## src/rtl/fcf_pkg.sv

```systemverilog
// Shared types and constants of the feedback comb filter.
// Used by every module of the block; depends on nothing.
`timescale 1ns / 1ps
`default_nettype none

package fcf_pkg;

  // Store geometry.
  localparam int STORE_DEPTH = 4096;
  localparam int CHANNELS    = 2;
  localparam int AW          = $clog2(STORE_DEPTH);
  localparam int CHW         = (CHANNELS > 1) ? $clog2(CHANNELS) : 1;
  localparam int MEM_AW      = CHW + AW;
  localparam int MEM_DEPTH   = 2 ** MEM_AW;

  // Field widths.
  localparam int SAMPLE_W = 24;
  localparam int DELAY_W  = 12;
  localparam int GAIN_W   = 16;
  localparam int PROD_W   = GAIN_W + 1 + SAMPLE_W;
  localparam int FB_W     = PROD_W - 16;
  localparam int SUM_W    = SAMPLE_W + 2;

  // Feedback limit of 0.98 in Q0.16 and the +/-10.0 limits in Q4.19.
  localparam logic [GAIN_W-1:0]       FB_MAX   = 16'd64225;
  localparam logic signed [SUM_W-1:0] CLAMP_HI = 26'sd5242880;
  localparam logic signed [SUM_W-1:0] CLAMP_LO = -26'sd5242880;

  // Configuration port.
  localparam int PADDR_W = 3;
  localparam int PDATA_W = 32;

  typedef enum logic [0:0] {
    REG_DELAY = 1'b0,
    REG_GAIN  = 1'b1
  } reg_idx_e;

  typedef struct packed {
    logic [DELAY_W-1:0] delay_length;
    logic [GAIN_W-1:0]  feedback_gain;
  } cfg_t;

endpackage

`default_nettype wire

```

## src/rtl/fcf_regs.sv

```systemverilog
// APB-style configuration registers of the feedback comb filter.
// Depends on fcf_pkg for the register map and the cfg_t struct.
`timescale 1ns / 1ps
`default_nettype none

module fcf_regs (
  input  wire                         clk_i,
  input  wire                         rst_ni,
  input  wire                         psel,
  input  wire                         penable,
  input  wire                         pwrite,
  input  wire [fcf_pkg::PADDR_W-1:0]  paddr,
  input  wire [fcf_pkg::PDATA_W-1:0]  pwdata,
  output logic [fcf_pkg::PDATA_W-1:0] prdata,
  output logic                        pready,
  output fcf_pkg::cfg_t               cfg_o
);

  fcf_pkg::cfg_t     cfg_q, cfg_d;
  fcf_pkg::reg_idx_e idx;
  logic              wr_en;

  assign pready = 1'b1;
  assign idx    = fcf_pkg::reg_idx_e'(paddr[2]);
  assign wr_en  = psel && penable && pwrite && pready;

  always_comb begin
    cfg_d = cfg_q;
    if (wr_en) begin
      case (idx)
        fcf_pkg::REG_DELAY: cfg_d.delay_length  = pwdata[fcf_pkg::DELAY_W-1:0];
        fcf_pkg::REG_GAIN:  cfg_d.feedback_gain = pwdata[fcf_pkg::GAIN_W-1:0];
        default: ;
      endcase
    end
  end

  always_comb begin
    case (idx)
      fcf_pkg::REG_DELAY: prdata = fcf_pkg::PDATA_W'(cfg_q.delay_length);
      fcf_pkg::REG_GAIN:  prdata = fcf_pkg::PDATA_W'(cfg_q.feedback_gain);
      default:            prdata = '0;
    endcase
  end

  always_ff @(posedge clk_i or negedge rst_ni) begin
    if (!rst_ni) begin
      cfg_q.delay_length  <= fcf_pkg::DELAY_W'(1);
      cfg_q.feedback_gain <= '0;
    end else begin
      cfg_q <= cfg_d;
    end
  end

  assign cfg_o = cfg_q;

endmodule

`default_nettype wire

```

## config.mk

```make
export PLATFORM = sky130hd
export DESIGN_NAME = fcf_regs
export DESIGN_NICKNAME = d
export VERILOG_FILES = /design/src/rtl/fcf_pkg.sv /design/src/rtl/fcf_regs.sv
export SDC_FILE = /design/constraint.sdc
export NUM_CORES = 1
export LEC_CHECK = 0
export BUFFER_PORTS_ARGS = -buffer_cell sky130_fd_sc_hd__clkbuf_2
export CAP_MARGIN = 5
export CORE_MARGIN = 5
export CORE_UTILIZATION = 37
export DETAILED_ROUTE_END_ITERATION = 8
export GPL_ROUTABILITY_DRIVEN = 0
export PLACE_DENSITY = 0.86
export RECOVER_POWER = 50
export SYNTH_ARGS = -nofsm -noshare
export SYNTH_HDL_FRONTEND = slang
export SYNTH_SLANG_ARGS = --single-unit
```

## constraint.sdc

```tcl
create_clock -name clk_i -period 1 [get_ports clk_i]
set_input_delay 0.2 -clock clk_i [delete_from_list [all_inputs] [get_ports clk_i]]
set_output_delay 0.2 -clock clk_i [all_outputs]
set_load 0.01 [all_outputs]
```

==> run_results.csv <==
group,metric,value,unit
synth,synth_area,1471,um^2
cts,clk_latency,0.27,ns
synth,ys_seq_area_share,47.70,%
synth,synth_largest_area_cell,"dfrtp_1",
timing,layout_min_cycle_time,1.298,ns
timing,clock_skew,0,ns
timing,setup_slack,-0.2981,ns
synth,syn_avg_cell_area,15.17,um^2
pwr,p_int,0.003472,W
finish,nets,250,
worst_setup_path,cp_data_required_time,0.80,ns
floorplanning,io_pins,101,
pwr,swShare,28.87,%
detailed_routing,ant_nets,0,
timing,rsz0062_at_grt,"true",
detailed_routing,drt-vias-per-instance,4.421,
pwr,p_clk_share,14.7,%
pwr,comb_power_share,53.1,%
worst_setup_path,worstSetupPathType,"flip-flop to output pin",
synth,synth_area_leaders,"dfrtp_1 (46%), mux2_4 (20%), mux2_2 (15%)",
placed_design,place_inst,234,
synth,ys_types,11,
timing,hold_violations,0,
floorplanning,dieArea,5338,um^2
pwr,p_per_area,1863,nW/um^2
worst_setup_path,cp-start-kind,"flip-flop",
pwr,vdd_ir_drop_max,1103,uV
timing,max_freq,770.4,MHz
cts,clk_pin_slew,0.10,ns
worst_setup_path,r2r-start,"cfg_o[18]",
detailed_routing,wire_per_inst,16.12,um
detailed_routing,vias,1145,
pwr,p_sw,0.001409,W
worst_setup_path,critPathMaxFanout,2,
floorplanning,die_y,73.06,um
cts,cts_tree,"built",
global_routing,grt_pass1_vias,1145,
floorplanning,core_area,3914,um^2
run,maxCapViolations,0,
synth,syn_inst,97,
worst_setup_path,r2r-end,"cfg_o[18]",
cts,cts.sinks,28,
detailed_routing,drcViolationCount,0,
timing,slew_headroom,65.54,%
worst_setup_path,critPathArrivalTime,1.10,ns
placed_design,pre_cts_ws,-0.2695,ns
cts,htreeDepth,1,
finish,fillers,285,
worst_setup_path,reg2reg_depth,3,
floorplanning,start_util,37.60,%
pwr,leakagePower,1.396,nW
cts,root_buffer,"clkbuf_8",
cts,cts_buffer_depth,2,
floorplanning,rows,23,
timing,slew_viol_final,0,
finish,synthToLayoutAreaGrowth,78.06,%
detailed_routing,dr.pass1.iters,4,
global_routing,grtUsageTotal,13.87,%
worst_hold_path,min_path_type,"input port to flip-flop",
global_routing,grt_pass1_wl,5.671,mm
worst_setup_path,r2r_slack,0.01,ns
finish,instances_no_fill,259,
detailed_routing,wl,4.174,mm
finish,layout_commonest_cell,"buf_6",
global_routing,antenna_found_initial,0,
finish,final_cell_mix,"buf_6 (70), mux2_4 (28), dfrtp_1 (27)",
timing,setup_viol,44,
synth,yosysWarnings,0,
global_routing,grt_overflow,0,
worst_setup_path,end_kind,"output pin",
timing,hold_ws,0.1446,ns
worst_setup_path,critPathCapture,"prdata[1]",
placed_design,portBuffers,65,
detailed_routing,drtIter0Drc,10,
pwr,pwr-share-seq,32.1,%
finish,largest_register_ffs,28,
status,status,"complete, but fails checks",
cts,cts_buffers,3,
synth,ys_ff_latch,28,
placed_design,hpwl,2.733,mm
timing,tightest_slew,0.5168,ns
worst_setup_path,crit_path_start,"cfg_o[17]",
floorplanning,fp.dieW,73.06,um
finish,drive_gt1_share,77.03,%
finish,n_antenna_cell,0,
status,violations,"negative setup slack",
global_routing,grt_max_degree,16,
synth,synth_top_area_share,45.92,%
timing,post-route-period-util,129.8,%
## worst max-delay path: stages (launching register included)
cell and delay, ns:
dfrtp_1 0.42, mux2_4 0.29, buf_6 0.12
## per-stage QoR
| stage | cell area, um^2 | TNS [ns] | utilization (%) | total power [W] |
|---|---|---|---|---|
| finish | 2620 | -7.383 | 66.94 | 0.004881 |
| global placement | 2022 | -8.179 | 51.66 | 0.003088 |
| floorplan | 1540 | -1.077 | - | 0.002349 |
| CTS | 2236 | -7.166 | 57.13 | 0.004115 |
| detailed placement | 2022 | -8.798 | 51.66 | 0.003136 |
| global route | 2620 | -9.725 | 66.94 | 0.005146 |
## cell usage after synthesis
library cell  instances
and2_1                4
buf_2                 1
buf_4                17
buf_6                 3
conb_1                2
dfrtp_1              27
dfstp_2               1
mux2_2               20
mux2_4               20
nand4_4               1
nand4b_4              1
## timing repair
action | in CTS | in global routing
pin swaps | 4 | 0
resized for setup | 18 | 107
endpoints found under the hold margin | 6 | 0
hold buffers | 1 | 0
endpoints found under the setup margin | 44 | 47
setup buffers | 11 | 19
## power groups by stage
stage | registers, W | logic, W | clock network, W
after global routing | 0.00159 | 0.00277 | 0.000782
after floorplan | 0.00169 | 0.000659 | 0
after global placement | 0.00155 | 0.00154 | 0
after CTS | 0.00154 | 0.00185 | 0.000727
after detailed placement | 0.00156 | 0.00158 | 0
final | 0.00157 | 0.00259 | 0.000718
## kinds of logic (layout without fill, tap and decap cells)
group	count (synthesis)	in the layout	synth area share (%)
buffers and inverters	21	118	11.31
flip-flops	28	28	47.70
multiplexers	40	40	35.71
other	2	17	0.5104
AND/OR/NAND/NOR	6	6	4.761
## layer usage
metal / track usage [%] / wire (um)
met5: 0 / 0
met4: 2.459 / 15
met3: 2.893 / 359
met2: 22.54 / 2193
met1: 19.20 / 1604
## worst min path at each step
stage | from | end | slack (ns) | cells past startpoint
2_1_floorplan | rst_ni | cfg_o[0] | -0.1 | 0
3_3_place_gp | rst_ni | cfg_o[2] | 0.08 | 1
3_5_place_dp | rst_ni | cfg_o[2] | 0.09 | 1
4_1_cts | pwdata[12] | cfg_o[12] | 0.14 | 2
5_1_grt | pwdata[14] | cfg_o[14] | 0.15 | 2
6_report | pwdata[12] | cfg_o[12] | 0.14 | 2
## area by class of cell
class                           count  area (um^2)  share of cell area, %
Clock buffer                        4        55.05                  2.101
Multi-Input combinational cell     63        694.4                  26.50
Sequential cell                    28        701.9                  26.79
Tap cell                           50        62.56                  2.388
Timing Repair Buffer              114         1106                  42.22
No activity file was read; power rests on OpenSTA's default activity.
